<file path="src/ssba_pkg.sv">
`default_nettype none

package ssba_pkg;

  localparam int unsigned MaxSlotsDefault       = 1024;
  localparam int unsigned SectorsPerSlotDefault = 2;

  localparam int unsigned SlotCountW  = 11;
  localparam int unsigned SlotW       = 10;
  localparam int unsigned SectorW     = 11;
  localparam int unsigned MapWordW    = 64;
  // Largest slot count that the configuration register can express.
  localparam int unsigned MaxCountValue = (1 << SlotCountW) - 1;

  localparam logic [SlotCountW-1:0] SlotCountReset = 11'd1024;

  localparam int unsigned QueueDepth = 2;

  localparam logic ModeAlloc = 1'b0;
  localparam logic ModeFree  = 1'b1;

  typedef enum logic [1:0] {
    ST_OK       = 2'd0,
    ST_NO_FREE  = 2'd1,
    ST_NOT_USED = 2'd2,
    ST_RANGE    = 2'd3
  } status_e;

  typedef enum logic [1:0] {
    OP_ALLOC = 2'd0,
    OP_FREE  = 2'd1,
    OP_RANGE = 2'd2
  } op_kind_e;

  typedef struct packed {
    logic             mode;
    logic [SlotW-1:0] slot_index;
  } req_t;

  typedef struct packed {
    logic [SlotW-1:0]   granted_slot;
    logic [SectorW-1:0] sector_address;
    status_e            status;
    logic               last;
  } rsp_t;

  typedef struct packed {
    op_kind_e         kind;
    logic [SlotW-1:0] slot;
  } op_t;

endpackage

`default_nettype wire

</file>
<file path="src/ssba_front.sv">
`default_nettype none

module ssba_front #(
  parameter int unsigned MAX_SLOTS = ssba_pkg::MaxSlotsDefault
) (
  input  logic                                 clk_i,
  input  logic                                 rst_ni,
  input  logic                                 cfg_we_i,
  input  logic [ssba_pkg::SlotCountW-1:0]      cfg_wdata_i,
  input  logic                                 in_valid_i,
  input  ssba_pkg::req_t                       in_i,
  output logic                                 in_stall_o,
  output logic                                 push_o,
  output ssba_pkg::op_t                        op_o,
  input  logic                                 full_i,
  output logic [ssba_pkg::SlotCountW-1:0]      limit_o
);

  localparam int unsigned EffSlots =
    (MAX_SLOTS < ssba_pkg::MaxCountValue) ? MAX_SLOTS : ssba_pkg::MaxCountValue;
  localparam logic [ssba_pkg::SlotCountW-1:0] MaxLimit = ssba_pkg::SlotCountW'(EffSlots);

  logic [ssba_pkg::SlotCountW-1:0] slot_count_q;

  always_ff @(posedge clk_i or negedge rst_ni) begin
    if (!rst_ni) begin
      slot_count_q <= ssba_pkg::SlotCountReset;
    end else if (cfg_we_i) begin
      slot_count_q <= cfg_wdata_i;
    end
  end

  assign limit_o    = (slot_count_q > MaxLimit) ? MaxLimit : slot_count_q;
  assign in_stall_o = full_i;
  assign push_o     = in_valid_i && !full_i;

  // Range is settled here so the back end only touches slots it may own.
  always_comb begin
    op_o.slot = in_i.slot_index;
    if (in_i.mode == ssba_pkg::ModeAlloc) begin
      op_o.kind = ssba_pkg::OP_ALLOC;
    end else if (ssba_pkg::SlotCountW'(in_i.slot_index) >= limit_o) begin
      op_o.kind = ssba_pkg::OP_RANGE;
    end else begin
      op_o.kind = ssba_pkg::OP_FREE;
    end
  end

endmodule

`default_nettype wire

</file>
<file path="src/ssba_fifo.sv">
`default_nettype none

module ssba_fifo (
  input  logic          clk_i,
  input  logic          rst_ni,
  input  logic          push_i,
  input  ssba_pkg::op_t data_i,
  output logic          full_o,
  input  logic          pop_i,
  output ssba_pkg::op_t data_o,
  output logic          empty_o
);

  localparam int unsigned Depth = ssba_pkg::QueueDepth;
  localparam int unsigned PtrW  = (Depth > 1) ? $clog2(Depth) : 1;
  localparam int unsigned CntW  = $clog2(Depth + 1);

  ssba_pkg::op_t   entry_q [Depth];
  logic [PtrW-1:0] wr_ptr_q;
  logic [PtrW-1:0] rd_ptr_q;
  logic [CntW-1:0] count_q;
  logic            do_push;
  logic            do_pop;

  assign full_o  = (count_q == CntW'(Depth));
  assign empty_o = (count_q == '0);
  assign data_o  = entry_q[rd_ptr_q];
  assign do_push = push_i && !full_o;
  assign do_pop  = pop_i && !empty_o;

  always_ff @(posedge clk_i) begin
    if (do_push) begin
      entry_q[wr_ptr_q] <= data_i;
    end
  end

  always_ff @(posedge clk_i or negedge rst_ni) begin
    if (!rst_ni) begin
      wr_ptr_q <= '0;
      rd_ptr_q <= '0;
      count_q  <= '0;
    end else begin
      if (do_push) begin
        wr_ptr_q <= (wr_ptr_q == PtrW'(Depth - 1)) ? '0 : wr_ptr_q + 1'b1;
      end
      if (do_pop) begin
        rd_ptr_q <= (rd_ptr_q == PtrW'(Depth - 1)) ? '0 : rd_ptr_q + 1'b1;
      end
      if (do_push && !do_pop) begin
        count_q <= count_q + 1'b1;
      end else if (do_pop && !do_push) begin
        count_q <= count_q - 1'b1;
      end
    end
  end

endmodule

`default_nettype wire

</file>
<file path="src/ssba_back.sv">
`default_nettype none

module ssba_back #(
  parameter int unsigned MAX_SLOTS        = ssba_pkg::MaxSlotsDefault,
  parameter int unsigned SECTORS_PER_SLOT = ssba_pkg::SectorsPerSlotDefault
) (
  input  logic                            clk_i,
  input  logic                            rst_ni,
  input  logic [ssba_pkg::SlotCountW-1:0] limit_i,
  input  logic                            empty_i,
  input  ssba_pkg::op_t                   op_i,
  output logic                            pop_o,
  output logic                            out_valid_o,
  input  logic                            out_stall_i,
  output ssba_pkg::rsp_t                  out_o
);

  localparam int unsigned EffSlots =
    (MAX_SLOTS < ssba_pkg::MaxCountValue) ? MAX_SLOTS : ssba_pkg::MaxCountValue;
  localparam int unsigned WordW    = ssba_pkg::MapWordW;
  localparam int unsigned Words    = (EffSlots + WordW - 1) / WordW;
  localparam int unsigned WordIdxW = (Words > 1) ? $clog2(Words) : 1;
  localparam int unsigned SecIdxW  = (SECTORS_PER_SLOT > 1) ? $clog2(SECTORS_PER_SLOT) : 1;
  localparam int unsigned CW       = ssba_pkg::SlotCountW;

  typedef enum logic [2:0] {
    S_IDLE,
    S_READ,
    S_SCAN,
    S_EMIT,
    S_RESP
  } state_e;

  function automatic logic [2:0] first_set8(input logic [7:0] v);
    logic [2:0] idx;
    idx = '0;
    for (int i = 7; i >= 0; i--) begin
      if (v[i]) begin
        idx = 3'(i);
      end
    end
    return idx;
  endfunction

  // Slot bitmap, one 64-bit word per row.
  logic [WordW-1:0]    map_mem [Words];
  logic [WordW-1:0]    rd_data_q;
  logic                rd_valid_q;
  logic [Words-1:0]    row_valid_q;
  logic [Words-1:0]    full_q;

  state_e              state_q;
  ssba_pkg::op_kind_e  kind_q;
  ssba_pkg::status_e   status_q;
  logic [CW-1:0]       slot_q;
  logic [WordIdxW-1:0] word_q;
  logic [SecIdxW-1:0]  sec_q;
  logic [WordW-1:0]    raw_q;
  logic [WordW-1:0]    masked_q;
  logic [7:0]          byte_free_q;
  logic                out_valid_q;
  ssba_pkg::rsp_t      out_q;

  logic [5:0]          limit_words;
  logic [Words-1:0]    cand;
  logic                have_cand;
  logic [WordIdxW-1:0] first_cand;
  logic                mem_re;
  logic [WordIdxW-1:0] rd_addr;
  logic [WordW-1:0]    cur_word;
  logic                is_used;
  logic [WordW-1:0]    lim_mask;
  logic [WordW-1:0]    masked;
  logic [7:0]          byte_free_d;
  logic [2:0]          byte_idx;
  logic [7:0]          sel_byte;
  logic [2:0]          bit_idx;
  logic [CW-1:0]       alloc_slot;
  logic                mem_we;
  logic [WordW-1:0]    mem_wdata;
  logic [15:0]         sec_full;
  logic                sec_last;
  logic                out_free;

  // A word can hold the next allocation if it is not full and starts below the limit.
  always_comb begin
    limit_words = 6'((12'(limit_i) + 12'd63) >> 6);
    first_cand  = '0;
    for (int w = 0; w < Words; w++) begin
      cand[w] = !full_q[w] && (6'(w) < limit_words);
    end
    for (int w = Words - 1; w >= 0; w--) begin
      if (cand[w]) begin
        first_cand = WordIdxW'(w);
      end
    end
    have_cand = |cand;
  end

  assign pop_o   = (state_q == S_IDLE) && !empty_i;
  assign mem_re  = pop_o && (op_i.kind != ssba_pkg::OP_RANGE);
  assign rd_addr = (op_i.kind == ssba_pkg::OP_FREE) ? WordIdxW'(op_i.slot[9:6]) : first_cand;

  // Rows never written read as all free.
  assign cur_word = rd_valid_q ? rd_data_q : '0;
  assign is_used  = cur_word[slot_q[5:0]];

  // Slots at or above the limit in the limit's own word count as taken for the scan.
  assign lim_mask = (5'(word_q) == limit_i[10:6]) ?
                    ~((64'd1 << limit_i[5:0]) - 64'd1) : '0;
  assign masked   = cur_word | lim_mask;

  always_comb begin
    for (int b = 0; b < 8; b++) begin
      byte_free_d[b] = ~&masked[b*8 +: 8];
    end
  end

  assign byte_idx   = first_set8(byte_free_q);
  assign sel_byte   = masked_q[byte_idx*8 +: 8];
  assign bit_idx    = first_set8(~sel_byte);
  assign alloc_slot = CW'({word_q, byte_idx, bit_idx});

  always_comb begin
    mem_we    = 1'b0;
    mem_wdata = raw_q | (64'd1 << {byte_idx, bit_idx});
    if (state_q == S_READ && kind_q == ssba_pkg::OP_FREE && is_used) begin
      mem_we    = 1'b1;
      mem_wdata = cur_word & ~(64'd1 << slot_q[5:0]);
    end else if (state_q == S_SCAN && (|byte_free_q)) begin
      mem_we = 1'b1;
    end
  end

  assign sec_full = 16'(slot_q) * 16'(SECTORS_PER_SLOT) + 16'(sec_q);
  assign sec_last = (sec_q == SecIdxW'(SECTORS_PER_SLOT - 1));
  assign out_free = !out_valid_q || !out_stall_i;

  always_ff @(posedge clk_i) begin
    if (mem_we) begin
      map_mem[word_q] <= mem_wdata;
    end
    if (mem_re) begin
      rd_data_q <= map_mem[rd_addr];
    end
  end

  always_ff @(posedge clk_i or negedge rst_ni) begin
    if (!rst_ni) begin
      state_q     <= S_IDLE;
      out_valid_q <= 1'b0;
      row_valid_q <= '0;
      full_q      <= '0;
      sec_q       <= '0;
    end else begin
      // The output register loads a new word whenever it is free to.
      if (out_free) begin
        out_valid_q <= (state_q == S_EMIT) || (state_q == S_RESP);
      end
      if (mem_we) begin
        row_valid_q[word_q] <= 1'b1;
        full_q[word_q]      <= &mem_wdata;
      end
      unique case (state_q)
        S_IDLE: begin
          if (pop_o) begin
            kind_q     <= op_i.kind;
            slot_q     <= (op_i.kind == ssba_pkg::OP_ALLOC) ? '0 : CW'(op_i.slot);
            word_q     <= rd_addr;
            sec_q      <= '0;
            rd_valid_q <= row_valid_q[rd_addr];
            unique case (op_i.kind)
              ssba_pkg::OP_ALLOC: begin
                if (have_cand) begin
                  state_q <= S_READ;
                end else begin
                  status_q <= ssba_pkg::ST_NO_FREE;
                  state_q  <= S_RESP;
                end
              end
              ssba_pkg::OP_FREE: begin
                state_q <= S_READ;
              end
              ssba_pkg::OP_RANGE: begin
                status_q <= ssba_pkg::ST_RANGE;
                state_q  <= S_RESP;
              end
              default: begin
                state_q <= S_IDLE;
              end
            endcase
          end
        end
        S_READ: begin
          if (kind_q == ssba_pkg::OP_FREE) begin
            if (is_used) begin
              state_q <= S_EMIT;
            end else begin
              status_q <= ssba_pkg::ST_NOT_USED;
              state_q  <= S_RESP;
            end
          end else begin
            raw_q       <= cur_word;
            masked_q    <= masked;
            byte_free_q <= byte_free_d;
            state_q     <= S_SCAN;
          end
        end
        S_SCAN: begin
          if (|byte_free_q) begin
            slot_q  <= alloc_slot;
            state_q <= S_EMIT;
          end else begin
            status_q <= ssba_pkg::ST_NO_FREE;
            slot_q   <= '0;
            state_q  <= S_RESP;
          end
        end
        S_EMIT: begin
          if (out_free) begin
            out_q.granted_slot   <= slot_q[ssba_pkg::SlotW-1:0];
            out_q.sector_address <= sec_full[ssba_pkg::SectorW-1:0];
            out_q.status         <= ssba_pkg::ST_OK;
            out_q.last           <= sec_last;
            if (sec_last) begin
              state_q <= S_IDLE;
            end else begin
              sec_q <= sec_q + 1'b1;
            end
          end
        end
        S_RESP: begin
          if (out_free) begin
            out_q.granted_slot   <= slot_q[ssba_pkg::SlotW-1:0];
            out_q.sector_address <= '0;
            out_q.status         <= status_q;
            out_q.last           <= 1'b1;
            state_q              <= S_IDLE;
          end
        end
        default: begin
          state_q <= S_IDLE;
        end
      endcase
    end
  end

  assign out_valid_o = out_valid_q;
  assign out_o       = out_q;

endmodule

`default_nettype wire

</file>
<file path="src/swap_slot_bitmap_allocator_unit.sv">
// Swap slot allocator over a bitmap of in-use slots.
// Request channel (in_valid_i / in_stall_o / in_i): mode 0 allocates the lowest
// free slot below the usable count, mode 1 frees in_i.slot_index.
// Result channel (out_valid_o / out_stall_i / out_o): a granted or freed slot
// gives one word per device sector, sector_address = slot * SECTORS_PER_SLOT + n,
// with last set on the final one. An error gives a single word with its status.
// The slot count register is written through cfg_we_i / cfg_wdata_i; values
// above MAX_SLOTS saturate.
// A two-entry request queue sits between the front end and the bitmap engine.
// The engine holds one request at a time: an allocate picks a non-full word,
// does one bitmap memory read and one two-level scan, then gives one word per
// sector; a free does the read and then gives its words. With an empty queue an
// allocate passes through READ, SCAN and EMIT into the output register, a free
// through READ and EMIT, and an out-of-range free through RESP.
// Reset clears the map to all free (per-row valid bits, no clearing pass), sets
// the slot count to 1024 and empties the queue and the output register.
// A stalled receiver holds the result word; the engine waits and the queue
// keeps taking requests until it is full.
`default_nettype none

module swap_slot_bitmap_allocator_unit #(
  parameter int unsigned MAX_SLOTS        = ssba_pkg::MaxSlotsDefault,
  parameter int unsigned SECTORS_PER_SLOT = ssba_pkg::SectorsPerSlotDefault
) (
  input  logic                            clk_i,
  input  logic                            rst_ni,
  input  logic                            cfg_we_i,
  input  logic [ssba_pkg::SlotCountW-1:0] cfg_wdata_i,
  input  logic                            in_valid_i,
  output logic                            in_stall_o,
  input  ssba_pkg::req_t                  in_i,
  output logic                            out_valid_o,
  input  logic                            out_stall_i,
  output ssba_pkg::rsp_t                  out_o
);

  logic                            push;
  logic                            full;
  logic                            pop;
  logic                            empty;
  ssba_pkg::op_t                   op_in;
  ssba_pkg::op_t                   op_out;
  logic [ssba_pkg::SlotCountW-1:0] limit;

  ssba_front #(
    .MAX_SLOTS (MAX_SLOTS)
  ) u_front (
    .clk_i       (clk_i),
    .rst_ni      (rst_ni),
    .cfg_we_i    (cfg_we_i),
    .cfg_wdata_i (cfg_wdata_i),
    .in_valid_i  (in_valid_i),
    .in_i        (in_i),
    .in_stall_o  (in_stall_o),
    .push_o      (push),
    .op_o        (op_in),
    .full_i      (full),
    .limit_o     (limit)
  );

  ssba_fifo u_queue (
    .clk_i   (clk_i),
    .rst_ni  (rst_ni),
    .push_i  (push),
    .data_i  (op_in),
    .full_o  (full),
    .pop_i   (pop),
    .data_o  (op_out),
    .empty_o (empty)
  );

  ssba_back #(
    .MAX_SLOTS        (MAX_SLOTS),
    .SECTORS_PER_SLOT (SECTORS_PER_SLOT)
  ) u_back (
    .clk_i       (clk_i),
    .rst_ni      (rst_ni),
    .limit_i     (limit),
    .empty_i     (empty),
    .op_i        (op_out),
    .pop_o       (pop),
    .out_valid_o (out_valid_o),
    .out_stall_i (out_stall_i),
    .out_o       (out_o)
  );

endmodule

`default_nettype wire

</file>
<file path="config.mk">
export PLATFORM = sky130hd
export DESIGN_NAME = swap_slot_bitmap_allocator_unit
export DESIGN_NICKNAME = d
export VERILOG_FILES = /design/src/ssba_pkg.sv /design/src/ssba_front.sv /design/src/ssba_fifo.sv /design/src/ssba_back.sv /design/src/swap_slot_bitmap_allocator_unit.sv
export SDC_FILE = /design/constraint.sdc
export NUM_CORES = 2
export LEC_CHECK = 0
export BUFFER_PORTS_ARGS = -buffer_cell sky130_fd_sc_hd__buf_2
export CAP_MARGIN = 20
export CORE_UTILIZATION = 55
export CTS_CLUSTER_DIAMETER = 30
export DETAILED_ROUTE_END_ITERATION = 10
export PLACE_DENSITY = 0.76
export SLEW_MARGIN = 20
export SYNTH_ARGS = -nofsm -noshare
export SYNTH_HDL_FRONTEND = slang
export SYNTH_HIERARCHICAL = 1
export SYNTH_SLANG_ARGS = --single-unit
export TNS_END_PERCENT = 50
</file>
<file path="constraint.sdc">
create_clock -name clk_i -period 14.1 [get_ports clk_i]
set_clock_uncertainty 0.15 [all_clocks]
set_input_delay 2.115 -clock clk_i [delete_from_list [all_inputs] [get_ports clk_i]]
set_output_delay 2.115 -clock clk_i [all_outputs]
set_load 0.005 [all_outputs]
</file>
==> out/metrics.yaml <==
synthesis:
  synthCells: 4492
  yosys-top-cells-area: "edfxtp_1 68%, nand2_1 6.2%, a21oi_1 4.0%"
  synth_seq_area_share_pct: 69.98
  synth_top_cell_area_share_pct: 67.71
  yosys.area.top_type: "edfxtp_1"
  synthFlopType: "edfxtp_1"
  netlist_area_sq_um: 57260
  yosysWarningCount: 6
  postSynthRegisterBits: 1343
  syn-mean-instance-area_sq_um: 12.75
  synth_nets: 4531
  synth_cell_types: 94
  synth-async-reset-ratio_pct: 3.872
  count_of_flip_flops_with_a_built_in_enable_after_synthesis: 1291
grt:
  first_pass_grt_wire_length_mm: 251.5
  track_usage_pct: 32.40
  grt_pass1_vias: 38670
  grt_antenna_before_repair: 4
  grt_max_degree: 198
  grt_overflow: 0
hold_path:
  min_delay_path_depth: 0
  holdCritStartpoint: "u_back/slot_q[6]"
  worstHoldEndpoint: "u_back/out_o[20]"
  hold_class: "flip-flop to flip-flop"
routing:
  wl_mm: 172.7
  initialDrtViolationCount: 6059
  drc: 0
  drt_pre_antenna_iters: 6
  routedWlPerCell_um: 27.93
  post_route_ant_nets: 0
  detailroute.via_count: 40060
  avgViaCountPerCell: 6.477
floorplan:
  start_util_pct: 55.88
  dieWidth_um: 324.7
  die-area_sq_um: 105400
  core_area_sq_um: 102500
  die_height_um: 324.7
  rows: 117
  top_level_ports: 53
worst_setup_path:
  worstPathMaxFanout: 197
  endpoint_kind: "flip-flop"
  timing.critical_path.cells: "nand2b_1 -> inv_1 -> or4_1 -> o21ai_1 -> mux2i_1 -> a21oi_1 -> a21boi_0 -> o31ai_1 -> a32oi_1 -> o21a_4 -> inv_8 -> buf_4 -> buf_12 -> a21oi_1 -> a21oi_1 -> a32o_1 -> or4_1"
  timing.rr.start: "u_front/slot_count_q[10]"
  critPathMaxStageDelay_ns: 0.79
  data_arrival_critical_path_ns: 8.01
  r2r.worst_path.cells: 17
  rrSetupSlack_ns: 6.48
  critPathTopFamily: "compound AO/OA/AOI/OAI gates"
  worst_path_max_delay_cell: "o21a_4"
  critPathBufInv: 4
  worst_r2r_dst: "u_back/rd_data_q[14]"
  critical_path_required_ns: 14.49
  cp_common_cell: "a21oi_1"
  worstSetupStartpointType: "flip-flop"
  critical_path_class: "flip-flop to flip-flop"
outcome:
  outcome: "finished, final reports clean"
sta:
  max_clock_freq_mhz: 131.3
  finalHoldViolations: 0
  report.final.setup_viol: 0
  setup-tns-final_ns: 0
  period_needed_ns: 7.616
  slew_viol_final: 0
  worstMarginPinSlew_ns: 1.195
  final_min_period_over_clock_period_pct: 54.01
  fin_worst_hold_slack_ns: 0.2867
  rsz0062_at_grt: "no"
  worst_slew_margin_rel_pct: 20.34
clock_network:
  clock_tree.root_cell: "clkbuf_16"
  cts_made_buffers: 233
  buffer_depth_of_the_longest_clock_path: 3
  cts_post_setup_buffers_inserted: 0
  tritoncts_clock_tree: "yes"
  cts_hold_repair.buffers: 0
  post_cts.resized_instances: 0
  clk-insertion-delay-late_ns: 0.84
  clock_sinks: 1343
  cts_htree_levels: 4
  clkTransAtPathRegs_ns: 0.05
power_and_ir_drop:
  worst_ir_drop_vdd_mv: 0.1402
  total_leakage_power_uw: 0.02444
  p_per_area_nw_per_um2: 214.5
job:
  cap_violations: 0
placement:
  port_buffers: 52
  routabilityCongestion: 1.037
  post_dp_cell_area_sq_um: 59210
  hpwlAfterDp_mm: 100.5
  placed_cells_incl_taps: 5744
finish:
  postLayoutCellArea_sq_um: 67470
  final_instance_count_excl_fillers: 6184
  final_layout_size_suffix_gt1_share_pct: 14.50
  layout.cells.most_common: "edfxtp_1"
  syn2layout_area_growth_pct: 17.83
  finalNetCount: 4651
  fillerInstances: 7149
  most-common-layout-cells: "1291 x edfxtp_1, 939 x nand2_1, 451 x a21oi_1, 235 x clkbuf_16, 177 x nand3_1"
[Yosys cell counts (all sizes together) (9+ instances only)]
| cell | n |
|---|---|
| a211oi | 15 |
| a21boi | 14 |
| a21o | 22 |
| a21oi | 454 |
| a221o | 11 |
| a22o | 11 |
| a31oi | 24 |
| a32o | 66 |
| and2 | 46 |
| and3 | 17 |
| buf | 86 |
| clkbuf | 198 |
| dfrtp | 51 |
| edfxtp | 1291 |
| ha | 12 |
| inv | 91 |
| mux2 | 29 |
| mux2i | 175 |
| nand2 | 942 |
| nand2b | 44 |
| nand3 | 177 |
| nand3b | 10 |
| nand4 | 31 |
| nor2 | 140 |
| nor2b | 19 |
| nor3 | 30 |
| o21a | 9 |
| o21ai | 141 |
| o21bai | 9 |
| o22ai | 74 |
| o31ai | 46 |
| o41ai | 9 |
| or2 | 17 |
| or4 | 67 |
| xnor2 | 9 |
[final cells by class]
type | instances | area [sq um] | area share (%)
repair buffers | 169 | 1199 | 1.777
well taps | 1368 | 1712 | 2.537
diodes | 1 | 2.502 | 0.003709
clock buffers | 255 | 5976 | 8.857
multi-input cells | 2772 | 15900 | 23.57
inverters | 93 | 389.1 | 0.5768
flip-flops and latches | 1343 | 40070 | 59.39
clock inverters | 183 | 2218 | 3.288
[power breakdown]
group / internal [uW] / switching [uW]
Sequential: 5130 / 281
Combinational: 968 / 2330
Clock: 3720 / 2050
Total: 9810 / 4660
[stage by stage]
step / setup WS [ns] / utilization [%] / power (uW)
after global placement: 7.165 / 57.75 / 8557
after floorplan: 7.805 / - / 7388
after detailed placement: 6.884 / 57.78 / 8623
after global routing: 6.147 / 65.84 / 14880
after CTS: 6.858 / 65.78 / 14390
final: 6.484 / 65.84 / 14470
[per-layer routing]
layer / GRT usage (%) / wire (um) / vias up
li1: - / - / 17120
met1: 44.23 / 65280 / 19660
met2: 50.38 / 79250 / 2745
met3: 6.302 / 19980 / 529
met4: 15.21 / 8237 / 0
met5: 0 / 0 / -
[state kept, by name, summed over array words and instances, names as in the netlist]
register,count
u_back/slot_q,10
u_back/sec_last,1
u_back/rd_data_q,64
u_back/out_o,24
u_back/row_valid_q,16
u_queue/rd_ptr_q,1
u_back/status_q,2
u_back/word_q,4
u_front/slot_count_q,11
u_back/map_mem,1024
u_back/out_valid_o,1
u_back/rd_valid_q,1
u_queue/entry_q,24
u_back/byte_free_q,8
u_back/state_q,3
u_queue/wr_ptr_q,1
u_back/full_q,16
u_queue/count_q,2
u_back/raw_q,64
u_back/masked_q,64
u_back/kind_q,2
[kinds of logic (layout without fill, tap and decap cells)]
group | Yosys count | count (layout) | share of synthesized area, %
and+or+nand+nor | 1569 | 1569 | 12.36
AOI/OAI and AO/OA | 969 | 969 | 10.58
DFF | 1343 | 1343 | 69.98
xor gates and xnor gates | 12 | 12 | 0.1836
buffers and inverters | 377 | 700 | 2.710
other | 0 | 1 | 0
adders and majority gates | 12 | 12 | 0.2622
muxes | 210 | 210 | 3.925
[how the worst max path moves through the flow]
stage / depth (start not counted) / end / from / slack [ns]
final: 17 / u_back/rd_data_q[14] / u_front/slot_count_q[10] / 6.48
after global routing: 17 / u_back/rd_data_q[14] / u_front/slot_count_q[10] / 6.15
after CTS: 17 / u_back/rd_data_q[14] / u_front/slot_count_q[10] / 6.86
after detailed placement: 17 / u_back/rd_data_q[8] / u_front/slot_count_q[10] / 6.88
after global placement: 17 / u_back/rd_data_q[8] / u_front/slot_count_q[10] / 7.16
after floorplan: 16 / u_back/full_q[11] / u_back/slot_q[0] / 7.81
Note: power is estimated with default switching activity, not from simulation.
